### config.mk
export PLATFORM = sky130hd
export DESIGN_NAME = mm_symbol_timing_recovery_core_flat
export DESIGN_NICKNAME = d
export VERILOG_FILES = /design/src/hw/rtl/mmtr_pkg.sv /design/src/hw/rtl/mmtr_if.sv /design/src/hw/rtl/mmtr_step_calc.sv /design/src/hw/rtl/mm_symbol_timing_recovery_core.sv /design/src/flat_wrapper.sv
export VERILOG_INCLUDE_DIRS = /design/src /design/src/hw/rtl
export SDC_FILE = /design/constraint.sdc
export NUM_CORES = 2
export LEC_CHECK = 0
export BUFFER_PORTS_ARGS = -buffer_cell sky130_fd_sc_hd__clkbuf_2
export CAP_MARGIN = 20
export CORE_UTILIZATION = 25
export DETAILED_ROUTE_END_ITERATION = 10
export HOLD_SLACK_MARGIN = 0.05
export PLACE_DENSITY = 0.42
export SYNTH_ARGS = -nofsm -noshare
export SYNTH_HDL_FRONTEND = slang
export SYNTH_SLANG_ARGS = --single-unit
### constraint.sdc
create_clock -name clk_i -period 21.6 [get_ports clk_i]
set_input_delay 1.08 -clock clk_i [delete_from_list [all_inputs] [get_ports clk_i]]
set_output_delay 1.08 -clock clk_i [all_outputs]
set_load 0.02 [all_outputs]
### src/hw/rtl/mm_symbol_timing_recovery_core_defines.svh
// Assertion helpers for the symbol timing recovery core.
`ifndef MM_SYMBOL_TIMING_RECOVERY_CORE_DEFINES_SVH
`define MM_SYMBOL_TIMING_RECOVERY_CORE_DEFINES_SVH

// Checked only while out of reset.
`define MMTR_ASSERT(lbl, clk, rst_n, prop, msg) \
  lbl: assert property (@(posedge clk) disable iff (!rst_n) prop) else $error(msg);

// Checked on every edge, reset included.
`define MMTR_ASSERT_ALWAYS(lbl, clk, prop, msg) \
  lbl: assert property (@(posedge clk) prop) else $error(msg);

`endif

### src/hw/rtl/mmtr_pkg.sv
package mmtr_pkg;

  localparam int SAMPLE_BITS = 16;
  localparam int TIME_W      = 32;
  localparam int ERR_W       = SAMPLE_BITS + 1;
  localparam int STEP_W      = 24;
  localparam int GAIN_W      = 24;
  localparam int POS_W       = 26;
  localparam int GAIN_SHIFT  = 16;
  localparam int PROD_W      = GAIN_W + ERR_W;
  localparam int SUM_W       = PROD_W + 1;

  localparam int CFG_IDX_W  = 8;
  localparam int CFG_DATA_W = 32;

  localparam int ONE_SAMPLE  = 65536;
  localparam int HALF_SAMPLE = 32768;

  localparam logic signed [POS_W-1:0] POS_ONE   = POS_W'(ONE_SAMPLE);
  localparam logic signed [POS_W-1:0] POS_HALF  = POS_W'(HALF_SAMPLE);
  localparam logic signed [POS_W-1:0] POS_FLOOR = POS_W'(-HALF_SAMPLE);
  localparam logic signed [SUM_W-1:0] SUM_ONE   = SUM_W'(ONE_SAMPLE);

  localparam logic [STEP_W-1:0]        RST_INITIAL_STEP = STEP_W'(327680);
  localparam logic [STEP_W-1:0]        RST_STEP_MAX     = STEP_W'(393216);
  localparam logic [STEP_W-1:0]        RST_STEP_MIN     = STEP_W'(262144);
  localparam logic signed [GAIN_W-1:0] RST_LOOP_GAIN    = GAIN_W'(64);

  typedef enum logic [CFG_IDX_W-1:0] {
    CFG_INITIAL_STEP = 8'd0,
    CFG_STEP_MAX     = 8'd1,
    CFG_STEP_MIN     = 8'd2,
    CFG_LOOP_GAIN    = 8'd3
  } cfg_idx_e;

  typedef struct packed {
    logic                     pick;
    logic signed [ERR_W-1:0]  timing_error;
    logic [STEP_W-1:0]        step_nxt;
    logic signed [POS_W-1:0]  pos_nxt;
  } calc_res_t;

endpackage

### src/hw/rtl/mmtr_if.sv
interface mmtr_samp_if;
  logic                                   valid;
  logic                                   ready;
  logic signed [mmtr_pkg::SAMPLE_BITS-1:0] sample;
  logic [mmtr_pkg::TIME_W-1:0]            sample_time;

  modport source (output valid, output sample, output sample_time, input ready);
  modport sink   (input valid, input sample, input sample_time, output ready);
endinterface

interface mmtr_sym_if;
  logic                                   valid;
  logic                                   ready;
  logic signed [mmtr_pkg::SAMPLE_BITS-1:0] symbol;
  logic [mmtr_pkg::TIME_W-1:0]            symbol_time;
  logic signed [mmtr_pkg::ERR_W-1:0]      timing_error;

  modport source (output valid, output symbol, output symbol_time, output timing_error,
                  input ready);
  modport sink   (input valid, input symbol, input symbol_time, input timing_error,
                  output ready);
endinterface

interface mmtr_cfg_if;
  logic                              valid;
  logic                              ready;
  logic [mmtr_pkg::CFG_IDX_W-1:0]    index;
  logic [mmtr_pkg::CFG_DATA_W-1:0]   data;

  modport source (output valid, output index, output data, input ready);
  modport sink   (input valid, input index, input data, output ready);
endinterface

### src/hw/rtl/mmtr_step_calc.sv
module mmtr_step_calc (
  input  logic signed [mmtr_pkg::SAMPLE_BITS-1:0] sample_i,
  input  logic signed [mmtr_pkg::SAMPLE_BITS-1:0] last_symbol_i,
  input  logic signed [mmtr_pkg::POS_W-1:0]       position_i,
  input  logic [mmtr_pkg::STEP_W-1:0]             step_i,
  input  logic [mmtr_pkg::STEP_W-1:0]             step_max_i,
  input  logic [mmtr_pkg::STEP_W-1:0]             step_min_i,
  input  logic signed [mmtr_pkg::GAIN_W-1:0]      loop_gain_i,
  output mmtr_pkg::calc_res_t                     res_o
);

  logic signed [mmtr_pkg::ERR_W:0]        cur_ext;
  logic signed [mmtr_pkg::ERR_W:0]        last_ext;
  logic signed [mmtr_pkg::ERR_W:0]        term_cur;
  logic signed [mmtr_pkg::ERR_W:0]        term_last;
  logic signed [mmtr_pkg::ERR_W:0]        err_wide;
  logic signed [mmtr_pkg::ERR_W-1:0]      err;
  logic signed [mmtr_pkg::PROD_W-1:0]     prod;
  logic signed [mmtr_pkg::SUM_W-1:0]      step_ext;
  logic signed [mmtr_pkg::SUM_W-1:0]      max_ext;
  logic signed [mmtr_pkg::SUM_W-1:0]      min_ext;
  logic signed [mmtr_pkg::SUM_W-1:0]      sum;
  logic signed [mmtr_pkg::SUM_W-1:0]      sum_hi;
  logic signed [mmtr_pkg::SUM_W-1:0]      sum_lo;
  logic signed [mmtr_pkg::SUM_W-1:0]      sum_clamped;
  logic [mmtr_pkg::STEP_W-1:0]            step_nxt;

  assign cur_ext  = (mmtr_pkg::ERR_W + 1)'(sample_i);
  assign last_ext = (mmtr_pkg::ERR_W + 1)'(last_symbol_i);

  // sign(last)*cur and sign(cur)*last as selects, no multiplier needed
  always_comb begin
    if (last_symbol_i > 0) begin
      term_cur = cur_ext;
    end else if (last_symbol_i < 0) begin
      term_cur = -cur_ext;
    end else begin
      term_cur = '0;
    end
    if (sample_i > 0) begin
      term_last = last_ext;
    end else if (sample_i < 0) begin
      term_last = -last_ext;
    end else begin
      term_last = '0;
    end
  end

  assign err_wide = term_cur - term_last;
  assign err      = err_wide[mmtr_pkg::ERR_W-1:0];

  assign prod = loop_gain_i * err;

  assign step_ext = mmtr_pkg::SUM_W'({1'b0, step_i});
  assign max_ext  = mmtr_pkg::SUM_W'({1'b0, step_max_i});
  assign min_ext  = mmtr_pkg::SUM_W'({1'b0, step_min_i});

  // arithmetic shift gives the floor of gain*err / 2^shift
  assign sum = step_ext + mmtr_pkg::SUM_W'(prod >>> mmtr_pkg::GAIN_SHIFT);

  // max first, then min, then one sample: min wins when limits cross
  assign sum_hi      = (sum > max_ext) ? max_ext : sum;
  assign sum_lo      = (sum_hi < min_ext) ? min_ext : sum_hi;
  assign sum_clamped = (sum_lo < mmtr_pkg::SUM_ONE) ? mmtr_pkg::SUM_ONE : sum_lo;
  assign step_nxt    = sum_clamped[mmtr_pkg::STEP_W-1:0];

  always_comb begin
    res_o.pick         = (position_i < mmtr_pkg::POS_HALF);
    res_o.timing_error = err;
    res_o.step_nxt     = step_nxt;
    if (res_o.pick) begin
      res_o.pos_nxt = position_i + mmtr_pkg::POS_W'({1'b0, step_nxt}) - mmtr_pkg::POS_ONE;
    end else begin
      res_o.pos_nxt = position_i - mmtr_pkg::POS_ONE;
    end
  end

endmodule

### src/hw/rtl/mm_symbol_timing_recovery_core.sv
// Channel   Dir   Carries                                   Modport
// samp_i    in    sample, sample_time                       mmtr_samp_if.sink
// sym_o     out   symbol, symbol_time, timing_error         mmtr_sym_if.source
// cfg_i     in    register index, write data                mmtr_cfg_if.sink
//
// One sample beat per cycle while no picking beat waits on a stalled sym_o; a picked
// symbol goes from samp_i through the input register, then the result register.
// The pick, error, gain multiply, step clamp and position update all sit in
// combinational logic between the input register and the result register.
// Reset loads register defaults, position zero, step = initial_step; no sweep.
// A stalled symbol output only holds the input stage when that beat picks;
// non-picking samples keep flowing. cfg_i is always ready.

`include "mm_symbol_timing_recovery_core_defines.svh"

module mm_symbol_timing_recovery_core (
  input  logic            clk_i,
  input  logic            rst_ni,
  mmtr_samp_if.sink       samp_i,
  mmtr_sym_if.source      sym_o,
  mmtr_cfg_if.sink        cfg_i
);

  // configuration registers
  logic [mmtr_pkg::STEP_W-1:0]        initial_step_q;
  logic [mmtr_pkg::STEP_W-1:0]        step_max_q;
  logic [mmtr_pkg::STEP_W-1:0]        step_min_q;
  logic signed [mmtr_pkg::GAIN_W-1:0] loop_gain_q;
  logic                               cfg_wr;

  // loop state
  logic signed [mmtr_pkg::POS_W-1:0]       position_q;
  logic [mmtr_pkg::STEP_W-1:0]             step_q;
  logic signed [mmtr_pkg::SAMPLE_BITS-1:0] last_symbol_q;

  // input stage
  logic                                    s1_valid_q;
  logic signed [mmtr_pkg::SAMPLE_BITS-1:0] s1_sample_q;
  logic [mmtr_pkg::TIME_W-1:0]             s1_time_q;
  logic                                    s1_adv;
  logic                                    s1_pick;
  logic                                    in_beat;

  // result stage
  logic                                    sym_valid_q;
  logic signed [mmtr_pkg::SAMPLE_BITS-1:0] sym_symbol_q;
  logic [mmtr_pkg::TIME_W-1:0]             sym_time_q;
  logic signed [mmtr_pkg::ERR_W-1:0]       sym_err_q;

  mmtr_pkg::calc_res_t calc;

  assign cfg_i.ready = 1'b1;
  assign cfg_wr      = cfg_i.valid;

  always_ff @(posedge clk_i or negedge rst_ni) begin
    if (!rst_ni) begin
      initial_step_q <= mmtr_pkg::RST_INITIAL_STEP;
      step_max_q     <= mmtr_pkg::RST_STEP_MAX;
      step_min_q     <= mmtr_pkg::RST_STEP_MIN;
      loop_gain_q    <= mmtr_pkg::RST_LOOP_GAIN;
    end else if (cfg_wr) begin
      unique case (cfg_i.index)
        mmtr_pkg::CFG_INITIAL_STEP: initial_step_q <= cfg_i.data[mmtr_pkg::STEP_W-1:0];
        mmtr_pkg::CFG_STEP_MAX:     step_max_q     <= cfg_i.data[mmtr_pkg::STEP_W-1:0];
        mmtr_pkg::CFG_STEP_MIN:     step_min_q     <= cfg_i.data[mmtr_pkg::STEP_W-1:0];
        mmtr_pkg::CFG_LOOP_GAIN:    loop_gain_q    <= cfg_i.data[mmtr_pkg::GAIN_W-1:0];
        default: ;  // unknown index: write dropped
      endcase
    end
  end

  mmtr_step_calc u_calc (
    .sample_i      (s1_sample_q),
    .last_symbol_i (last_symbol_q),
    .position_i    (position_q),
    .step_i        (step_q),
    .step_max_i    (step_max_q),
    .step_min_i    (step_min_q),
    .loop_gain_i   (loop_gain_q),
    .res_o         (calc)
  );

  // a picking beat needs room in the result register; others always move on
  assign s1_pick      = s1_valid_q && calc.pick;
  assign s1_adv       = s1_valid_q && (!calc.pick || !sym_valid_q || sym_o.ready);
  assign samp_i.ready = !s1_valid_q || s1_adv;
  assign in_beat      = samp_i.valid && samp_i.ready;

  always_ff @(posedge clk_i or negedge rst_ni) begin
    if (!rst_ni) begin
      s1_valid_q <= 1'b0;
    end else if (samp_i.ready) begin
      s1_valid_q <= samp_i.valid;
    end
  end

  always_ff @(posedge clk_i) begin
    if (in_beat) begin
      s1_sample_q <= samp_i.sample;
      s1_time_q   <= samp_i.sample_time;
    end
  end

  // state update: an initial_step write reloads the step
  always_ff @(posedge clk_i or negedge rst_ni) begin
    if (!rst_ni) begin
      position_q    <= '0;
      step_q        <= mmtr_pkg::RST_INITIAL_STEP;
      last_symbol_q <= '0;
    end else begin
      if (cfg_wr && (cfg_i.index == mmtr_pkg::CFG_INITIAL_STEP)) begin
        step_q <= cfg_i.data[mmtr_pkg::STEP_W-1:0];
      end else if (s1_adv && calc.pick) begin
        step_q <= calc.step_nxt;
      end
      if (s1_adv) begin
        position_q <= calc.pos_nxt;
        if (calc.pick) begin
          last_symbol_q <= s1_sample_q;
        end
      end
    end
  end

  always_ff @(posedge clk_i or negedge rst_ni) begin
    if (!rst_ni) begin
      sym_valid_q <= 1'b0;
    end else if (s1_adv && calc.pick) begin
      sym_valid_q <= 1'b1;
    end else if (sym_o.ready) begin
      sym_valid_q <= 1'b0;
    end
  end

  always_ff @(posedge clk_i) begin
    if (s1_adv && calc.pick) begin
      sym_symbol_q <= s1_sample_q;
      sym_time_q   <= s1_time_q;
      sym_err_q    <= calc.timing_error;
    end
  end

  assign sym_o.valid        = sym_valid_q;
  assign sym_o.symbol       = sym_symbol_q;
  assign sym_o.symbol_time  = sym_time_q;
  assign sym_o.timing_error = sym_err_q;

  // a picked beat always lands in the result register
  `MMTR_ASSERT(a_pick_to_out, clk_i, rst_ni, s1_pick && s1_adv |=> sym_valid_q,
               "picked beat not presented")
  // a stalled input stage keeps its beat
  `MMTR_ASSERT(a_s1_hold, clk_i, rst_ni,
               s1_valid_q && !s1_adv |=> s1_valid_q && $stable(s1_sample_q),
               "input stage lost a stalled beat")
  // the applied step never drops below one sample, so position never falls below minus half
  `MMTR_ASSERT_ALWAYS(a_pos_floor, clk_i, position_q >= mmtr_pkg::POS_FLOOR,
                      "position below minus half sample")

endmodule

### src/flat_wrapper.sv
// flat-port wrapper written by rule: the top's interface ports become plain ports
module mm_symbol_timing_recovery_core_flat 
  (clk_i, rst_ni, samp_i_valid, samp_i_sample, samp_i_sample_time, samp_i_ready, sym_o_valid, sym_o_symbol, sym_o_symbol_time, sym_o_timing_error, sym_o_ready, cfg_i_valid, cfg_i_index, cfg_i_data, cfg_i_ready);
  mmtr_samp_if samp_i_i ();
  mmtr_sym_if sym_o_i ();
  mmtr_cfg_if cfg_i_i ();
  input  logic clk_i;
  input  logic rst_ni;
  input wire logic [$bits(samp_i_i.valid)-1:0] samp_i_valid;
  input wire logic [$bits(samp_i_i.sample)-1:0] samp_i_sample;
  input wire logic [$bits(samp_i_i.sample_time)-1:0] samp_i_sample_time;
  output wire logic [$bits(samp_i_i.ready)-1:0] samp_i_ready;
  output wire logic [$bits(sym_o_i.valid)-1:0] sym_o_valid;
  output wire logic [$bits(sym_o_i.symbol)-1:0] sym_o_symbol;
  output wire logic [$bits(sym_o_i.symbol_time)-1:0] sym_o_symbol_time;
  output wire logic [$bits(sym_o_i.timing_error)-1:0] sym_o_timing_error;
  input wire logic [$bits(sym_o_i.ready)-1:0] sym_o_ready;
  input wire logic [$bits(cfg_i_i.valid)-1:0] cfg_i_valid;
  input wire logic [$bits(cfg_i_i.index)-1:0] cfg_i_index;
  input wire logic [$bits(cfg_i_i.data)-1:0] cfg_i_data;
  output wire logic [$bits(cfg_i_i.ready)-1:0] cfg_i_ready;
  assign samp_i_i.valid = samp_i_valid;
  assign samp_i_i.sample = samp_i_sample;
  assign samp_i_i.sample_time = samp_i_sample_time;
  assign samp_i_ready = samp_i_i.ready;
  assign sym_o_valid = sym_o_i.valid;
  assign sym_o_symbol = sym_o_i.symbol;
  assign sym_o_symbol_time = sym_o_i.symbol_time;
  assign sym_o_timing_error = sym_o_i.timing_error;
  assign sym_o_i.ready = sym_o_ready;
  assign cfg_i_i.valid = cfg_i_valid;
  assign cfg_i_i.index = cfg_i_index;
  assign cfg_i_i.data = cfg_i_data;
  assign cfg_i_ready = cfg_i_i.ready;
  mm_symbol_timing_recovery_core u_core (.clk_i(clk_i), .rst_ni(rst_ni), .samp_i(samp_i_i), .sym_o(sym_o_i), .cfg_i(cfg_i_i));
endmodule
==> run_results.csv <==
group,metric,value,unit
die,row_count,125,
synth,synthAdderAreaFrac,38.0,%
critical_path,critPathArrivalTime,21.06,ns
sta,hold_violations,0,
route,via_per_inst,4.40,
synth,synth_area,29300,um2
sta,setup_tns,0,ns
sta,fmaxAchievable,48.5,MHz
critical_path,criticalPathCategory,"flip-flop to flip-flop",
synth,ys.flop_type,"dfrtp_1",
critical_path,cpPeakStageDelay,0.56,ns
sta,finClkSkew,0.0442,ns
die,coreArea,116000,um2
synth,synthCells,3084,
die,dieHeight,344,um
sta,finalMaxSlewViolations,0,
synth,synth_seq_cells,253,
sta,tightest_slew,1.00,ns
synth,synth.area.mux_share,3.91,%
clock_tree,cts_root_buffer,"clkbuf_16",
placed_design,hpwl,68900,um
critical_path,required,22.05,ns
critical_path,critPathSlowestCell,"or4_4",
clock_tree,clk_latency,0.60,ns
sta,min_period,20.60,ns
route,drt-total-wl,87800,um
clock_tree,cts_made_buffers,36,
sta,setup_viol,0,
die,io_pins,161,
final_layout,fin_nets,4311,
synth,synth-simple-area-share,14.6,%
synth,synth_cell_type_count,76,
final_layout,multi_input_area,20700,um2
critical_path,cp-endpoint,"u_core.position_q[25]$_DFFE_PN0P_",
synth,synth-edff-count,113,
placed_design,gp_congestion,0.816,
route,via_count,22500,
global_route,grt_max_degree,55,
global_route,grt_first_pass_wirelength,139000,um
clock_tree,cts_tree,"yes",
die,die_x,344,um
synth,syn_nets,3824,
flow_run,max-cap-violations,0,
synth,async_flop_share,55.3,%
clock_tree,clockBufferDepth,3,
route,dr.pass1.iters,4,
critical_path,reg2reg_slack,1.0,ns
route,drt_iter0_drc,911,
final_layout,drive_gt1_share,24.4,%
global_route,antenna_found_initial,4,
global_route,track_usage,15.3,%
synth,ys_warn_count,0,
synth,synth_compound_area_share,8.76,%
route,wire_per_inst,17.1,um
sta,relSlewSlack,33.2,%
critical_path,worst_setup_path_end_kind,"flip-flop",
global_route,grt_pass1_vias,23600,
critical_path,cp-startpoint,"u_core.last_symbol_q[1]$_DFFE_PN0P_",
die,dieArea,118000,um2
final_layout,syn_to_final_growth,26.1,%
final_layout,n_fill_cell,12300,
synth,synth_top_family_by_area,"adder cells",
hold_path,min_path_type,"flip-flop to flip-flop",
final_layout,seq_area,6900,um2
critical_path,r2r_cells,101,
die,initial_core_util,25.2,%
clock_tree,clk_pin_slew_worst_paths,0.06,ns
sta,rsz0062_at_grt,"true",
synth,ys_seq_area_share,23.6,%
global_route,gr-total-overflow,0,
critical_path,r2r-start,"u_core.last_symbol_q[1]$_DFFE_PN0P_",
route,drc_errors,0,
clock_tree,cts_sinks,253,
clock_tree,h-tree-depth,2,
synth,syn_avg_cell_area,9.49,um2
placed_design,numPortBuffers,151,
sta,post-route-period-util,95.4,%
route,postRouteAntennaNets,0,
run_status,status,"completed",
synth,synth_xor_area_share,2.18,%
critical_path,critPathMaxFanout,13,
critical_path,cp-start-kind,"flip-flop",
critical_path,r2r_end,"u_core.position_q[25]$_DFFE_PN0P_",
state kept, by name (all words and copies together), names as in the netlist:
name / count
u_core.position_q: 26
u_core.sym_o.symbol_time: 32
u_core.loop_gain_q: 24
u_core.last_symbol_q: 16
u_core.sym_o.valid: 1
u_core.s1_time_q: 32
u_core.step_max_q: 24
u_core.sym_o.symbol: 16
u_core.step_q: 24
u_core.step_min_q: 24
u_core.s1_valid_q: 1
u_core.s1_sample_q: 16
u_core.sym_o.timing_error: 17
per-stage QoR:
step / setup WS (ns) / utilization [%] / cell area, um2 / hold slack [ns] / cells
floorplan: 0.0322 / - / 29400 / 0.400 / 3084
global placement: -1.05 / 29.6 / 34400 / 0.401 / 5001
detailed placement: -1.18 / 29.6 / 34400 / 0.405 / 5002
CTS: 0.0121 / 31.0 / 36000 / 0.416 / 5092
global route: -0.182 / 31.8 / 36900 / 0.420 / 5122
finish: 0.996 / 31.8 / 36900 / 0.417 / 5122
synth_stat cells, drive strengths merged, types with 5 or more instances:
| library cell | count | area share [%] |
|---|---|---|
| a211oi | 11 | 0.30 |
| o21ai | 121 | 2.1 |
| fa | 403 | 28 |
| buf | 17 | 0.26 |
| and3 | 13 | 0.28 |
| nand4 | 17 | 0.36 |
| nor2 | 161 | 2.1 |
| and2 | 132 | 2.8 |
| mux2 | 74 | 2.8 |
| dfrtp | 134 | 11 |
| nor3b | 11 | 0.28 |
| a211o | 7 | 0.21 |
| xnor2 | 54 | 1.6 |
| inv | 581 | 7.4 |
| a21oi | 94 | 1.6 |
| dfstp | 6 | 0.54 |
| o21a | 22 | 0.56 |
| or2 | 10 | 0.21 |
| nand2 | 374 | 4.8 |
| ha | 244 | 10 |
| nand3 | 35 | 0.60 |
| o21bai | 8 | 0.21 |
| clkbuf | 96 | 1.2 |
| a22oi | 5 | 0.13 |
| a21boi | 10 | 0.27 |
| o211ai | 11 | 0.28 |
| a21o | 44 | 1.1 |
| or3 | 10 | 0.23 |
| edfxtp | 113 | 12 |
| a31oi | 18 | 0.38 |
| xor2 | 18 | 0.56 |
| nor4 | 7 | 0.15 |
| nand3b | 5 | 0.13 |
| nor2b | 48 | 1.0 |
| o22ai | 5 | 0.11 |
| o221ai | 6 | 0.18 |
| mux2i | 31 | 1.1 |
| nor3 | 51 | 0.87 |
| nand2b | 23 | 0.52 |
| o31ai | 11 | 0.28 |
critical path: cells and delay by family (launching register included):
kind	cells	cell delay (ns)
AOI/OAI and AO/OA	38	6.66
adders and majority gates	17	6.00
and+or+nand+nor	31	5.15
buffers and inverters	10	1.17
muxes	2	0.70
DFF	1	0.39
xor gates and xnor gates	3	0.37
cell families after synthesis:
group | after synthesis
flops | 253
xor+xnor | 72
other cells | 1
mux | 105
simple gates | 907
compound gates | 405
fa+ha+maj | 647
buf+inv | 694
per-layer routing:
| layer | vias to the layer above | global-route usage (%) | share of wire [%] |
|---|---|---|---|
| met5 | - | 0 | 0 |
| met4 | 0 | 2.59 | 1.3 |
| met3 | 59 | 1.96 | 3.1 |
| met2 | 266 | 24.7 | 46 |
| met1 | 11400 | 22.1 | 49 |
| li1 | 10800 | - | - |
worst min-delay path by stage:
stage,from,endpoint,cells past startpoint,slack (ns)
6_report,u_core.s1_time_q[30]$_DFFE_PP_,u_core.sym_o.symbol_time[30]$_DFFE_PP_,0,0.42
4_1_cts,u_core.s1_time_q[3]$_DFFE_PP_,u_core.sym_o.symbol_time[3]$_DFFE_PP_,0,0.42
3_3_place_gp,u_core.s1_time_q[11]$_DFFE_PP_,u_core.sym_o.symbol_time[11]$_DFFE_PP_,0,0.40
2_1_floorplan,u_core.s1_time_q[0]$_DFFE_PP_,u_core.sym_o.symbol_time[0]$_DFFE_PP_,0,0.40
5_1_grt,u_core.s1_time_q[11]$_DFFE_PP_,u_core.sym_o.symbol_time[11]$_DFFE_PP_,0,0.42
3_5_place_dp,u_core.s1_time_q[30]$_DFFE_PP_,u_core.sym_o.symbol_time[30]$_DFFE_PP_,0,0.40
what timing repair did:
action,in CTS,in global routing
buffers inserted,27,29
hold buffers,0,0
endpoints found under the setup margin,18,18
pin swaps,60,134
gates resized for setup,58,156
cells in the final DEF (no fill, tap or decap), drive strengths merged, types with 51 or more instances in the layout:
cell type,netlist,routed
mux2,74,74
edfxtp,113,113
a21oi,94,94
inv,581,582
ha,244,244
nor2,161,161
xnor2,54,54
nand2,374,374
o21ai,121,121
dfrtp,134,134
and2,132,132
fa,403,403
nor3,51,51
buf,17,412
clkbuf,96,196
cell type report:
type / instances / area share, %
multi-input combinational: 2137 / 56.1
sequential: 253 / 18.7
timing repair buffer: 562 / 10.8
inverter: 581 / 5.92
tap: 1524 / 5.16
clock buffer: 46 / 2.68
clock inverter: 18 / 0.579
antenna: 1 / 0.00678
Power is left out: the tool's default activity adds up to more than one toggle a clock period on the data nets, which glitch-free logic cannot reach.
